### src/hw/rtl/pss_pkg.sv
// ---------------------------------------------------------------------------
// pss_pkg: shared types and constants of the phrase step sequencer core
// Event codes, register indexes, step word layout and result item layout.
// ---------------------------------------------------------------------------
`default_nettype none

package pss_pkg;

  // Default sizes of the pattern store.
  localparam int DEF_MAX_STEPS    = 16;
  localparam int DEF_NUM_PATTERNS = 16;

  // The song always has sixteen entries.
  localparam int SONG_LEN = 16;
  localparam int PHRASE_W = 4;

  // Configuration port.
  localparam int CFG_IDX_W  = 2;
  localparam int CFG_DATA_W = 5;

  typedef enum logic [CFG_IDX_W-1:0] {
    REG_STEP_COUNT   = 2'd0,
    REG_PHRASE_COUNT = 2'd1
  } cfg_reg_e;

  // Event codes carried by an input word.
  typedef enum logic [3:0] {
    CMD_NONE     = 4'd0,
    CMD_RUN      = 4'd1,
    CMD_LEFT     = 4'd2,
    CMD_RIGHT    = 4'd3,
    CMD_OCT_UP   = 4'd4,
    CMD_OCT_DOWN = 4'd5,
    CMD_GATE1    = 4'd6,
    CMD_GATE2    = 4'd7,
    CMD_SLIDE    = 4'd8,
    CMD_CLOCK    = 4'd9,
    CMD_RESET    = 4'd10
  } cmd_e;

  // Knob moves larger than this are treated as jumps and edit nothing.
  localparam logic signed [16:0] KNOB_JUMP = 17'sd2;

  // Note range in twelfths and the octave move limits.
  localparam logic signed [6:0] OCTAVE_STEP  = 7'sd12;
  localparam logic signed [6:0] NOTE_UP_MAX  = 7'sd35;
  localparam logic signed [6:0] NOTE_DN_MIN  = -7'sd24;
  localparam logic signed [6:0] NOTE_OFFSET  = 7'sd36;

  // Octave number is (note + 36) / 12, done as a multiply by 43 and a shift
  // by 9, which is exact over 0..83.
  localparam int          OCT_RECIP = 43;
  localparam int          OCT_SHIFT = 9;
  localparam logic [2:0]  OCTAVE_NONE = 3'd7;

  // One step of a pattern as held in the step memory.
  typedef struct packed {
    logic signed [6:0] note;
    logic              gate1;
    logic              gate2;
    logic              slide;
  } step_word_t;

  localparam step_word_t CLEAR_WORD = '{note: 7'sd0, gate1: 1'b1, gate2: 1'b1,
                                        slide: 1'b1};

  // Work handed from the control stage to the step stage.
  typedef struct packed {
    logic [3:0] cmd;
    logic       pattern_mode;
    logic [3:0] edit_cursor;
    logic [3:0] run_cursor;
    logic       running_now;
    logic [3:0] shown_number;
  } cell_req_t;

  // One result word.
  typedef struct packed {
    logic [3:0]        edit_cursor;
    logic [3:0]        run_cursor;
    logic              running_now;
    logic [2:0]        octave_light;
    logic              gate_one_led;
    logic              gate_two_led;
    logic              slide_led;
    logic [3:0]        shown_number;
    logic signed [6:0] edit_note;
  } out_item_t;

  // Output queue sizing.
  localparam int OUTQ_DEPTH = 3;
  localparam int OUTQ_PTR_W = $clog2(OUTQ_DEPTH);
  localparam int OUTQ_CNT_W = $clog2(OUTQ_DEPTH + 1);

endpackage

`default_nettype wire

### src/hw/rtl/pss_outq.sv
// ---------------------------------------------------------------------------
// pss_outq: result queue
// Small first-in first-out buffer that decouples the result channel from
// the processing stages.
// ---------------------------------------------------------------------------
`default_nettype none

module pss_outq import pss_pkg::*; (
  input  wire logic                  clk,
  input  wire logic                  rst_n,
  input  wire logic                  push,
  input  wire out_item_t             push_item,
  input  wire logic                  pop,
  output      out_item_t             head,
  output      logic [OUTQ_CNT_W-1:0] count
);

  out_item_t               q_mem_r [OUTQ_DEPTH];
  logic [OUTQ_PTR_W-1:0]   wr_ptr_r, rd_ptr_r;
  logic [OUTQ_CNT_W-1:0]   cnt_r;

  // Pointer and count update.
  always_ff @(posedge clk) begin
    if (!rst_n) begin
      wr_ptr_r <= '0;
      rd_ptr_r <= '0;
      cnt_r    <= '0;
    end else begin
      if (push) begin
        wr_ptr_r <= (wr_ptr_r == OUTQ_PTR_W'(OUTQ_DEPTH - 1)) ? '0 : wr_ptr_r + OUTQ_PTR_W'(1);
      end
      if (pop) begin
        rd_ptr_r <= (rd_ptr_r == OUTQ_PTR_W'(OUTQ_DEPTH - 1)) ? '0 : rd_ptr_r + OUTQ_PTR_W'(1);
      end
      if (push && !pop) begin
        cnt_r <= cnt_r + OUTQ_CNT_W'(1);
      end else if (pop && !push) begin
        cnt_r <= cnt_r - OUTQ_CNT_W'(1);
      end
    end
  end

  // Entry storage.
  always_ff @(posedge clk) begin
    if (push) begin
      q_mem_r[wr_ptr_r] <= push_item;
    end
  end

  assign head  = q_mem_r[rd_ptr_r];
  assign count = cnt_r;

endmodule

`default_nettype wire

### config.mk
export PLATFORM = sky130hd
export DESIGN_NAME = pss_outq
export DESIGN_NICKNAME = d
export VERILOG_FILES = /design/src/hw/rtl/pss_pkg.sv /design/src/hw/rtl/pss_outq.sv
export SDC_FILE = /design/constraint.sdc
export NUM_CORES = 1
export LEC_CHECK = 0
export BUFFER_PORTS_ARGS = -buffer_cell sky130_fd_sc_hd__buf_2
export CORE_ASPECT_RATIO = 0.9
export CORE_MARGIN = 3
export CORE_UTILIZATION = 45
export CTS_CLUSTER_DIAMETER = 60
export DETAILED_ROUTE_END_ITERATION = 7
export GPL_TIMING_DRIVEN = 0
export PLACE_DENSITY = 0.67
export RECOVER_POWER = 25
export SKIP_CTS_REPAIR_TIMING = 1
export SLEW_MARGIN = 10
export SYNTH_ARGS = -nofsm -noshare
export SYNTH_HDL_FRONTEND = slang
export SYNTH_SLANG_ARGS = --single-unit
### constraint.sdc
create_clock -name clk -period 5.32 [get_ports clk]
set_clock_uncertainty 0.1 [all_clocks]
set_input_delay 0.798 -clock clk [delete_from_list [all_inputs] [get_ports clk]]
set_output_delay 0.798 -clock clk [all_outputs]
set_load 0.1 [all_outputs]
-- Word-level counts from Yosys, hierarchy flattened
Memories as Yosys holds them, arrays and structs flattened. A register that Yosys moved wholly into a read port is not among the register bits.
Cells that the tools add are included.
- bits in read-only memories: 0
- output and inout bits: 28
- register bits: 6
- bits in latches: 0
- memories kept: 1
- bits of input ports: 30
- RAM bits: 78
- memory list (name ; depth ; width ; read ports ; clocked after memory_dff ; write ports ; RTL line ; RTL):
    q_mem_r ; 3 ; 26 ; 1 ; 1 ; 1 ; pss_outq.sv:18 ; out_item_t q_mem_r [OUTQ_DEPTH];
- multipliers: 0
- shift-type cells: 0
- div/mod/pow operators: 0
- muxes and demuxes: 8
- reductions and logical operators: 5
- $lt $le $gt $ge: 0
- bitwise gates (word level): 0
- $add $sub $neg: 4
- equal/unequal tests: 2
- operators with widths (operator ; number):
    $mux 2 ; 6
    $add 2x1->2 const B ; 3
    $eq 2x2->1 const B ; 2
    $logic_and 1x1->1 ; 2
    $logic_not 1->1 ; 2
    $mux 1 ; 2
    $reduce_bool 2->1 ; 1
    $sub 2x1->2 const B ; 1

-- Depth between registers and ports, before layout
- depth after elaboration: 4
- depth in mapped cells: 5
- mapped depth without buffers: 5

-- Worst setup path after synthesis
Ideal clock, no wire load.
- path kind: flip-flop to output port
- start: reg (tool-made name)
- end: out head[10] in the netlist's numbering
- buffers on the path: 2
- arrival: 2786 ps
- slack: 1636 ps
- required time: 4422 ps
- stages on the path, launching flop included: 5
- path through: dfxtp_1 buf_6 buf_8 mux2i_1 o21ai_0
- RTL lines (what ; RTL line ; RTL):
    to (decl) ; pss_outq.sv:14 ; output out_item_t head,

==> results.yml <==
yosys:
  syn_area_um2: 3200
  syn_nets: 227
  synth_area_per_cell_um2: 16.3
  synthDistinctLibCells: 23
  synth-seq-cells: 86
  yosysSeqAreaShare_pct: 78.2
  yosysWarningCount: 0
  syn_inst: 196
  synth.top_cell.area_share_pct: 73.2
  yosys.area.top_type: "edfxtp_1"
  synthTopCellsByArea: "edfxtp_1, mux2i_1, dfxtp_1"
run_status:
  status: "finished, final reports clean"
detailed_routing:
  routed_wirelength_mm: 5.56
  wl_per_cell_um: 15.4
  vias_per_cell: 4.93
  drt_iter0_drc: 71
  dr.pass1.iters: 4
  drc: 0
  dr_total_vias: 1784
  ant_nets: 0
power:
  p_switching_uw: 491
  p_int_uw: 1040
  total_power_uw: 1540
  power.density_nw_per_um2: 400
  power_frac_comb_pct: 20.3
  power_frac_seq_pct: 50.7
  clkPwrFrac_pct: 29.0
  netSwitchingFraction_pct: 32.0
  ir_drop_uv: 213
  leakage_uw: 0.00132
worst_setup_path:
  crit_path_end_kind: "output pin"
  cp_top_family: "buffers and inverters"
  critPathMaxFanout: 10
  max_stage_delay_ns: 0.49
  arrival_ns: 1.93
  cp.required_ns: 4.42
  path_class: "flop to output pin"
  cp_slowest_cell: "buf_2"
  cp-start-kind: "flop"
  crit_buf_inv: 3
  crit_top_cell: "buf_2"
  crit_chain: "buf_2, clkbuf_1, nand2_1, o21ai_0, buf_2"
timing:
  setup_viol: 0
  hold_viol: 0
  rsz0062_at_grt: "no"
  max_freq_mhz: 353
  worst_slew_pin_slew_ns: 0.842
  fin_crit_sh_pct: 53.2
  layout_setup_ws_ns: 2.49
  min_period_ns: 2.83
  slew_headroom_pct: 43.6
  finalMaxSlewViolations: 0
  setup_tns_ns: 0
cells_and_area:
  nNetsFinal: 298
  finalNonFillerCells: 362
  final_layout_size_suffix_gt1_share_pct: 24.3
  diodes: 0
  nFillCells: 580
  most-common-layout-cells: "edfxtp_1, buf_2, nand2_1"
  final_common_cell: "edfxtp_1"
  syn_to_final_growth_pct: 19.7
die:
  die_area_um2: 8170
  num_rows: 28
  coreArea_um2: 6730
  start_util_pct: 47.6
  die_h_um: 86.0
  io_pins: 58
  die_w_um: 94.9
global_routing:
  grt_pass1_wl_mm: 8.91
  grt_max_degree: 27
  gr-total-overflow: 0
  antenna_found_initial: 0
  first_global_vias: 1806
  track_usage_pct: 14.9
clocking:
  cts_buffers: 9
  h-tree-depth: 3
  cts_tree: "yes"
  cts_buffer_depth: 2
  cts_sinks: 86
  cts-root-buf: "clkbuf_8"
  insertion_delay_ns: 0.35
  clkTransAtPathRegs_ns: 0.08
place:
  portBuffers: 57
  hpwl_mm: 3.63
  pre_cts_ws_ns: 2.73
  place_inst: 346
  place_congestion: 0.660
hold_path:
  hold_class: "flop to flop"
job:
  maxCapViolCount: 0
-- flip-flops by register name (all words and copies together) (netlist names), named ones only --
register / cells
wr_ptr_r: 2
rd_ptr_r: 2
q_mem_r: 78
count: 2
-- final timing paths --
kind	from	end	slack (ns)	cells after the start
setup / recovery	flop	head[4]	2.49	5
hold / removal	count[1]	count[1]	0.39	2
setup reg to reg	wr_ptr_r[1]	q_mem_r[0][18]	3.35	3
hold reg to reg	count[1]	count[1]	0.39	2
-- cells in the mapped netlist, drive strengths merged --
cell,instances
o21a,3
nand3b,1
and2,1
a21boi,2
nor3,1
ha,1
inv,1
mux2i,26
nor3b,1
clkbuf,5
nor2,2
dfxtp,8
o21ai,27
xnor2,1
xor2,1
nor2b,3
edfxtp,78
nand2,29
buf,4
or3,1
-- power by group through the flow --
stage | sequential [uW] | combinational, uW | clock [uW]
after floorplan | 811 | 236 | 0
after global placement | 795 | 309 | 0
after detailed placement | 795 | 316 | 0
after CTS | 779 | 317 | 460
after global routing | 782 | 327 | 484
final | 779 | 311 | 445
-- per-stage QoR --
| stage | cell area, um^2 | utilization [%] | hold WS [ns] |
|---|---|---|---|
| after floorplan | 3200 | - | 0.375 |
| after global placement | 3600 | 53.5 | 0.372 |
| after detailed placement | 3660 | 54.4 | 0.380 |
| after CTS | 3850 | 57.3 | 0.392 |
| after global routing | 3830 | 57.0 | 0.438 |
| final | 3830 | 57.0 | 0.392 |
-- cell families (layout without fill, tap and decap cells) --
logic type	after synthesis	in the layout	synth area share, %
muxes	26	26	8.13
buffers and inverters	10	86	2.15
DFF	86	86	78.2
and+or+nand+nor	39	39	5.24
adders and majority gates	1	1	0.391
AOI/OAI and AO/OA	32	32	5.39
xor gates and xnor gates	2	2	0.547
-- layer usage --
metal / routed length [um] / GRT usage, % / vias to the layer above
met5: 0 / 0 / -
met4: 63 / 5.50 / 0
met3: 345 / 4.91 / 6
met2: 2800 / 25.2 / 54
met1: 2360 / 17.7 / 854
li1: - / - / 870
-- worst min-delay path, stage by stage, from the launching register on --
cell and delay, ns:
dfxtp_1 0.33, o21ai_0 0.07, a21boi_1 0.06
-- final cells by class --
type	instances	area, um^2	share of cell area (%)
clock buffers	9	124	3.23
repair buffers	60	303	7.90
plain buffers	9	65.1	1.70
clock inverters	7	72.6	1.89
multi-input cells	100	651	17.0
flip-flops and latches	86	2500	65.3
well taps	90	113	2.94
inverters	1	3.75	0.0979
No activity file was read; power rests on OpenSTA's default activity.
