--- src/hw/rtl/pss_pkg.sv ---
// ---------------------------------------------------------------------------
// pss_pkg: shared types and constants of the phrase step sequencer core
// Event codes, register indexes, step word layout and result item layout.
// ---------------------------------------------------------------------------
`default_nettype none

package pss_pkg;

  // Default sizes of the pattern store.
  localparam int DEF_MAX_STEPS    = 16;
  localparam int DEF_NUM_PATTERNS = 16;

  // The song always has sixteen entries.
  localparam int SONG_LEN = 16;
  localparam int PHRASE_W = 4;

  // Configuration port.
  localparam int CFG_IDX_W  = 2;
  localparam int CFG_DATA_W = 5;

  typedef enum logic [CFG_IDX_W-1:0] {
    REG_STEP_COUNT   = 2'd0,
    REG_PHRASE_COUNT = 2'd1
  } cfg_reg_e;

  // Event codes carried by an input word.
  typedef enum logic [3:0] {
    CMD_NONE     = 4'd0,
    CMD_RUN      = 4'd1,
    CMD_LEFT     = 4'd2,
    CMD_RIGHT    = 4'd3,
    CMD_OCT_UP   = 4'd4,
    CMD_OCT_DOWN = 4'd5,
    CMD_GATE1    = 4'd6,
    CMD_GATE2    = 4'd7,
    CMD_SLIDE    = 4'd8,
    CMD_CLOCK    = 4'd9,
    CMD_RESET    = 4'd10
  } cmd_e;

  // Knob moves larger than this are treated as jumps and edit nothing.
  localparam logic signed [16:0] KNOB_JUMP = 17'sd2;

  // Note range in twelfths and the octave move limits.
  localparam logic signed [6:0] OCTAVE_STEP  = 7'sd12;
  localparam logic signed [6:0] NOTE_UP_MAX  = 7'sd35;
  localparam logic signed [6:0] NOTE_DN_MIN  = -7'sd24;
  localparam logic signed [6:0] NOTE_OFFSET  = 7'sd36;

  // Octave number is (note + 36) / 12, done as a multiply by 43 and a shift
  // by 9, which is exact over 0..83.
  localparam int          OCT_RECIP = 43;
  localparam int          OCT_SHIFT = 9;
  localparam logic [2:0]  OCTAVE_NONE = 3'd7;

  // One step of a pattern as held in the step memory.
  typedef struct packed {
    logic signed [6:0] note;
    logic              gate1;
    logic              gate2;
    logic              slide;
  } step_word_t;

  localparam step_word_t CLEAR_WORD = '{note: 7'sd0, gate1: 1'b1, gate2: 1'b1,
                                        slide: 1'b1};

  // Work handed from the control stage to the step stage.
  typedef struct packed {
    logic [3:0] cmd;
    logic       pattern_mode;
    logic [3:0] edit_cursor;
    logic [3:0] run_cursor;
    logic       running_now;
    logic [3:0] shown_number;
  } cell_req_t;

  // One result word.
  typedef struct packed {
    logic [3:0]        edit_cursor;
    logic [3:0]        run_cursor;
    logic              running_now;
    logic [2:0]        octave_light;
    logic              gate_one_led;
    logic              gate_two_led;
    logic              slide_led;
    logic [3:0]        shown_number;
    logic signed [6:0] edit_note;
  } out_item_t;

  // Output queue sizing.
  localparam int OUTQ_DEPTH = 3;
  localparam int OUTQ_PTR_W = $clog2(OUTQ_DEPTH);
  localparam int OUTQ_CNT_W = $clog2(OUTQ_DEPTH + 1);

endpackage

`default_nettype wire

--- src/hw/rtl/pss_ram.sv ---
// ---------------------------------------------------------------------------
// pss_ram: generic single-write, single-read RAM
// One write port and one read port; read data is registered, read-first.
// ---------------------------------------------------------------------------
`default_nettype none

module pss_ram #(
  parameter int WIDTH = 8,
  parameter int DEPTH = 16
) (
  input  wire logic                     clk,
  input  wire logic                     wr_en,
  input  wire logic [$clog2(DEPTH)-1:0] wr_addr,
  input  wire logic [WIDTH-1:0]         wr_data,
  input  wire logic [$clog2(DEPTH)-1:0] rd_addr,
  output      logic [WIDTH-1:0]         rd_data
);

  logic [WIDTH-1:0] mem_r [DEPTH];

  // Write port and registered read port.
  always_ff @(posedge clk) begin
    if (wr_en) begin
      mem_r[wr_addr] <= wr_data;
    end
    rd_data <= mem_r[rd_addr];
  end

endmodule

`default_nettype wire

--- src/hw/rtl/pss_cell.sv ---
// ---------------------------------------------------------------------------
// pss_cell: step memory stage
// Owns the step memory, clears it after reset, applies octave, gate and
// slide edits to the edited step and forms the result word.
// ---------------------------------------------------------------------------
`default_nettype none

module pss_cell import pss_pkg::*; #(
  parameter int MAX_STEPS    = DEF_MAX_STEPS,
  parameter int NUM_PATTERNS = DEF_NUM_PATTERNS
) (
  input  wire logic                     clk,
  input  wire logic                     rst_n,
  input  wire logic [$clog2(NUM_PATTERNS*MAX_STEPS)-1:0] rd_addr,
  input  wire logic [$clog2(NUM_PATTERNS*MAX_STEPS)-1:0] req_addr,
  input  wire cell_req_t                req,
  input  wire logic                     req_valid,
  output      logic                     clr_busy,
  output      out_item_t                item
);

  localparam int DEPTH = NUM_PATTERNS * MAX_STEPS;
  localparam int AW    = $clog2(DEPTH);
  localparam int WW    = $bits(step_word_t);

  logic          clr_busy_r;
  logic [AW-1:0] clr_addr_r;
  logic          fwd_valid_r;
  logic [AW-1:0] fwd_addr_r;
  step_word_t    fwd_word_r;

  logic          wr_en;
  logic [AW-1:0] wr_addr;
  logic [WW-1:0] wr_data;
  logic [WW-1:0] rd_data;

  step_word_t    cur, upd;
  logic [6:0]    oct_in;
  logic [11:0]   oct_prod;

  pss_ram #(
    .WIDTH (WW),
    .DEPTH (DEPTH)
  ) u_ram (
    .clk     (clk),
    .wr_en   (wr_en),
    .wr_addr (wr_addr),
    .wr_data (wr_data),
    .rd_addr (rd_addr),
    .rd_data (rd_data)
  );

  // Clearing pass after reset, one step word per cycle.
  always_ff @(posedge clk) begin
    if (!rst_n) begin
      clr_busy_r <= 1'b1;
      clr_addr_r <= '0;
    end else if (clr_busy_r) begin
      clr_addr_r <= clr_addr_r + AW'(1);
      if (clr_addr_r == AW'(DEPTH - 1)) begin
        clr_busy_r <= 1'b0;
      end
    end
  end

  // The previous cycle's write is not yet in the read data; forward it.
  always_ff @(posedge clk) begin
    if (!rst_n) begin
      fwd_valid_r <= 1'b0;
    end else begin
      fwd_valid_r <= req_valid;
    end
  end

  always_ff @(posedge clk) begin
    fwd_addr_r <= req_addr;
    fwd_word_r <= upd;
  end

  // Edit the step word.
  always_comb begin
    cur = (fwd_valid_r && fwd_addr_r == req_addr) ? fwd_word_r : step_word_t'(rd_data);
    upd = cur;
    if (req.pattern_mode) begin
      case (req.cmd)
        CMD_OCT_UP: begin
          if (cur.note <= NOTE_UP_MAX) begin
            upd.note = cur.note + OCTAVE_STEP;
          end
        end
        CMD_OCT_DOWN: begin
          if (cur.note >= NOTE_DN_MIN) begin
            upd.note = cur.note - OCTAVE_STEP;
          end
        end
        CMD_GATE1: upd.gate1 = !cur.gate1;
        CMD_GATE2: upd.gate2 = !cur.gate2;
        CMD_SLIDE: upd.slide = !cur.slide;
        default: ;
      endcase
    end
  end

  // Write port: clearing pass first, then the edited step.
  assign wr_en   = clr_busy_r || req_valid;
  assign wr_addr = clr_busy_r ? clr_addr_r : req_addr;
  assign wr_data = clr_busy_r ? WW'(CLEAR_WORD) : WW'(upd);

  // Result word; the octave is (note + 36) / 12 by reciprocal multiply.
  always_comb begin
    oct_in   = 7'(upd.note + NOTE_OFFSET);
    oct_prod = 12'(oct_in) * 12'(OCT_RECIP);

    item.edit_cursor  = req.edit_cursor;
    item.run_cursor   = req.run_cursor;
    item.running_now  = req.running_now;
    item.octave_light = req.pattern_mode ? oct_prod[OCT_SHIFT +: 3] : OCTAVE_NONE;
    item.gate_one_led = req.pattern_mode && upd.gate1;
    item.gate_two_led = req.pattern_mode && upd.gate2;
    item.slide_led    = req.pattern_mode && upd.slide;
    item.shown_number = req.shown_number;
    item.edit_note    = upd.note;
  end

  assign clr_busy = clr_busy_r;

endmodule

`default_nettype wire

--- config.mk ---
export PLATFORM = sky130hd
export DESIGN_NAME = pss_cell
export DESIGN_NICKNAME = d
export VERILOG_FILES = /design/src/hw/rtl/pss_pkg.sv /design/src/hw/rtl/pss_ram.sv /design/src/hw/rtl/pss_cell.sv
export SDC_FILE = /design/constraint.sdc
export NUM_CORES = 2
export LEC_CHECK = 0
export BUFFER_PORTS_ARGS = -buffer_cell sky130_fd_sc_hd__buf_4
export CORE_MARGIN = 2
export CORE_UTILIZATION = 45
export CTS_BUF_LIST = sky130_fd_sc_hd__clkbuf_4 sky130_fd_sc_hd__clkbuf_8 sky130_fd_sc_hd__clkbuf_16
export DETAILED_ROUTE_END_ITERATION = 12
export SYNTH_ARGS = -nofsm -noshare
export SYNTH_HDL_FRONTEND = slang
export SYNTH_SLANG_ARGS = --single-unit
--- constraint.sdc ---
create_clock -name clk -period 17.5 [get_ports clk]
set_clock_uncertainty 0.2 [all_clocks]
set_input_delay 3.5 -clock clk [delete_from_list [all_inputs] [get_ports clk]]
set_output_delay 3.5 -clock clk [all_outputs]
set_load 0.02 [all_outputs]
Word level (Yosys, flattened, before mapping)
Memory sizes are Yosys's and may differ from the RTL's. A register that Yosys moved wholly into a read port is not among the register bits.
Cells that the tools add are included.
{"block": "word_totals", "register_bits": 28, "ram_bits": 2560, "input_bits": 37, "out_inout_bits": 27, "elab_cells": 46, "mem_count": 1}
{"block": "op_classes", "add_sub_neg": 4, "multipliers": 1, "order_cmp": 2, "eq_ne": 7, "mux": 15, "reduce_logical": 8}
{"memory": "u_ram.mem_r", "depth": 256, "width": 10, "rd": 1, "rd_clocked_by_memory_dff": 1, "write_ports": 1, "line_no": "pss_ram.sv:19", "text": "logic [WIDTH-1:0] mem_r [DEPTH];"}
{"op": "10-bit two-way mux", "n": 3}
{"op": "4-bit by 3-bit == test with 1-bit output, second input constant", "n": 4}
{"op": "7-bit two-way mux", "n": 2}
{"op": "7-bit one-hot mux with 2 select lines", "n": 1}
{"op": "7-bit by 6-bit multiplier with 12-bit output, second input constant", "n": 1}
{"op": "8-bit by 1-bit adder with 8-bit output, second input constant", "n": 1}
{"op": "8-bit == test", "n": 1}
{"op": "8-bit == test, second input constant", "n": 1}
{"op": "8-bit two-way mux", "n": 1}
{"op": "7-bit by 5-bit adder with 7-bit output, second input constant", "n": 1}
{"op": "7-bit adder, second input constant", "n": 1}
{"op": "7-bit by 6-bit greater-or-equal comparator with 1-bit output, second input constant", "n": 1}
{"op": "7-bit less-or-equal comparator, second input constant", "n": 1}
{"op": "1-bit two-way mux", "n": 7}
{"op": "7-bit by 5-bit subtractor with 7-bit output, second input constant", "n": 1}
{"op": "4-bit == test, second input constant", "n": 1}
{"op": "1-bit logical AND", "n": 4}
{"op": "1-bit zero test", "n": 3}
{"op": "3-bit two-way mux", "n": 1}
{"op": "1-bit logical OR", "n": 1}

Depth between registers and ports, before layout
{"block": "logic_depth", "ltp_word": 10, "depth_mapped": 33, "depth_no_buf": 31}

Modules after synthesis
From an unflattened synthesis, not the netlist that was laid out.
{"block": "unflattened", "hier_cells": 4987, "area_unflattened_um2": 102240.6}
{"mod": "pss_ram", "n_inst": 1, "cells_per_inst": 4642, "area_each_um2": 99253.9, "seq_area_each_um2": 77073.9}
{"mod": "pss_cell", "n_inst": 1, "cells_per_inst": 345, "area_each_um2": 2986.6, "seq_area_each_um2": 560.5}

Least setup slack after synthesis
Ideal clock, no wire load.
{"block": "synth_path", "kind": "input to register", "start": "in req_addr[0]", "end": "mem u_ram.mem_r[0][7] (netlist name) (data pin)", "arrival_time_ns": 12.556, "required_time_ns": 15.848, "slack_ns": 3.291, "cell_stages": 16, "path_buffers": 2, "cell_sequence": "xnor2_1 -> nand3_1 -> or3_1 -> clkbuf_1 -> buf_2 -> nand2_1 -> nand2_1 -> inv_1 -> ha_1 -> nor3b_1 -> o31ai_1 -> a2111oi_0 -> mux2_2 -> a211oi_1 -> a31oi_1 -> nor2b_1"}
{"element": "start: declaration", "line_no": "pss_cell.sv:15", "text": "input wire logic [$clog2(NUM_PATTERNS*MAX_STEPS)-1:0] req_addr,"}
{"element": "end: declaration", "line_no": "pss_ram.sv:19"}

==> impl_metrics.tcl <==
set metrics [dict create \
    status "finished, final reports clean" \
    io_buffer_count 37 \
    multiInputGateArea_sq_um 22400 \
    yosys_warnings 0 \
    cp_max_fo 15 \
    p_seq_frac 0.512 \
    cts_sinks 2598 \
    die_area_sq_um 228800 \
    yosysTopAreaCell "edfxtp_1" \
    ctsHoldBuffers 0 \
    drive_gt1_frac 0.3001 \
    synth_area_leaders "edfxtp_1 (76%), mux4_2 (19%), nor2_1 (1.0%)" \
    regArea_sq_um 77640 \
    finalSetupViolations 0 \
    syn_to_final_growth_pct 12.08 \
    period_share 0.8712 \
    syn_area_per_cell_sq_um 23.48 \
    ff2ff_setup_slack_ns 10.36 \
    cpMaxStageDelayCell "or3_1" \
    synth_area_sq_um 101200 \
    grt_pass1_wl_um 343600 \
    antenna_found_initial 8 \
    synth.most_common_cell "edfxtp_1" \
    gp_congestion 0.7923 \
    worst_slew_pin_slew_ns 1.388 \
    pre_cts_slack_ns 2.288 \
    vias 45580 \
    pwr-share-comb 0.062 \
    fillers 17370 \
    hold_class "reg2reg" \
    clock_latency_ns 0.91 \
    post_drt_wl_per_cell_um 31.07 \
    clockBufferDepth 4 \
    viasPerCell 5.972 \
    startpoint_type "input pin" \
    synth-edff-count 2560 \
    drtIter0Drc 5163 \
    drcViolationCount 0 \
    critPathMaxStageDelay_ns 0.69 \
    grtUsageTotal 0.2078 \
    syn_inst 4312 \
    synth_top_flop_cell "edfxtp_1" \
    grt_pass1_vias 46340 \
    placement_rows 174 \
    p_leak_nw 36.14 \
    use_met1 0.3046 \
    yosysSeqAreaShare 0.7669 \
    critPathKind "in2out" \
    stdcell_count 7632 \
    numCtsBuffers 275 \
    clock_power_share 0.426 \
    power_density_nw_per_um2 116.3 \
    grt_max_degree 191 \
    final_util 0.5060 \
    end_kind "primary output" \
    clkTransAtPathRegs_ns 0.06 \
    cts_tree "done" \
    grt-ovfl-total 0 \
    synth_seq_cells 2598 \
    busiest_layer "met2" \
    period_minus_slack_ns 15.25 \
    root_buffer "clkbuf_16" \
    dpl.hpwl_um 139900 \
    synthTopCellsByCount "edfxtp_1 (2560), mux4_2 (850), nor2_1 (270)" \
    async_flop_share 0 \
    die_w_um 478.3 \
    wl_um 237100 \
    max_cap_viol_count 0 \
    placed_area_sq_um 104900 \
    grt_util_met3 0.03603 \
    slew_viol_final 0 \
    synth_cell_type_count 61 \
    synth_top_area_frac 0.7594 \
    rsz0062_at_grt "no" \
    setup_tns_ns 0 \
    slew_headroom 0.07444 \
    fp.dieH_um 478.3 \
    p_int_mw 10.42 \
    hold_viol_final 0 \
    power_switching_mw 2.776 \
    cts_htree_levels 5 \
    swShare 0.2104 \
    dp_cells 7167 \
    cts_resized 0 \
    start_util 0.4514 \
    final_cell_area_sq_um 113500 \
    worstPathArrival_ns 11.55 \
    fin_total_pwr_mw 13.20 \
    layout_setup_ws_ns 2.255 \
    irDropWorstVdd_uv 84.01 \
    dr.pass1.iters 8 \
    fmax_ghz 0.06559 \
    io_pins 64 \
    core_sq_um 224200 \
    cts_setup_buffers 0 \
    use_met2 0.3312 \
    layout.nets 4528 \
    syn_nets 4388 \
    required_ns 13.80 \
    hold_ws_ns 0.3637 \
    ant_nets 0 \
]
## routing by layer
layer / share of wire / routed length, um / vias up
met4: 0.018 / 4294 / 4
met3: 0.063 / 14900 / 298
met2: 0.49 / 115700 / 1561
li1: - / - / 18620
met1: 0.43 / 102200 / 25100
met5: 0.00011 / 25 / -
## final cells by class
class / count / share of cell area
diodes: 2 / 0.00004411
clock buffers: 341 / 0.06656
clock inverters: 122 / 0.008976
inverters: 42 / 0.001389
multi-input cells: 1418 / 0.1974
flip-flops and latches: 2598 / 0.6842
well taps: 2992 / 0.03299
repair buffers: 117 / 0.008436
## cell families (layout without fill, tap and decap cells)
group | Yosys count | in the layout | share of synthesized area
AOI/OAI and AO/OA | 70 | 70 | 0.004709
xor gates and xnor gates | 24 | 24 | 0.002076
adders and majority gates | 39 | 39 | 0.005265
buffers and inverters | 296 | 622 | 0.01263
DFF | 2598 | 2598 | 0.7669
muxes | 867 | 867 | 0.1908
other | 0 | 2 | 0
and+or+nand+nor | 418 | 418 | 0.01758
## state kept, by name (all words and copies together) (netlist names)
name	count
clr_busy	1
fwd_addr_r	8
clr_addr_r	8
fwd_valid_r	1
u_ram.rd_data	10
u_ram.mem_r	2560
fwd_word_r	10
## worst paths after layout
kind                                                 start  cells past startpoint                           end
worst max-delay path                           req_addr[1]                     32                      item[16]
worst min-delay path            clr_addr_r[7]$_SDFFE_PN0P_                      2    clr_addr_r[7]$_SDFFE_PN0P_
worst max register to register       fwd_addr_r[6]$_DFF_P_                     16  u_ram.mem_r[52][7]$_DFFE_PP_
worst min register to register  clr_addr_r[7]$_SDFFE_PN0P_                      2    clr_addr_r[7]$_SDFFE_PN0P_
## power groups by stage
| stage | registers, mW | logic, mW | clock network (mW) |
|---|---|---|---|
| floorplan | 6.89 | 0.568 | 0 |
| global placement | 6.89 | 0.820 | 0 |
| detailed placement | 6.89 | 0.826 | 0 |
| CTS | 6.76 | 0.831 | 5.70 |
| global route | 6.76 | 0.887 | 5.94 |
| finish | 6.76 | 0.818 | 5.62 |
## worst max-delay path: cells and delay by family
kind / cells / cell delay [ns]
simple gates: 12 / 3.23
fa+ha+maj: 6 / 1.98
compound gates: 5 / 1.30
buf+inv: 6 / 0.62
xor+xnor: 2 / 0.60
mux: 1 / 0.30
## layout by cell type (no fill, tap or decap), types with 5 or more instances in the layout
cell type	synthesis	routed
edfxtp_1	2560	2560
mux4_2	850	850
clkbuf_16	0	285
nor2_1	270	266
buf_4	20	109
nand2_1	63	63
clkinv_1	0	59
clkbuf_4	0	56
inv_1	39	39
dfxtp_1	38	37
clkinv_2	0	35
ha_1	33	33
xnor2_1	20	20
bufinv_16	0	18
o21ai_0	16	15
nand3_1	14	14
mux2i_1	12	12
and2_1	11	11
a21oi_1	11	11
nand4_1	8	8
or3_1	8	8
nand2b_1	9	8
o22ai_1	7	7
fa_1	6	6
nor3_1	5	5
clkinvlp_4	0	5
(Power assumes the default switching activity.)
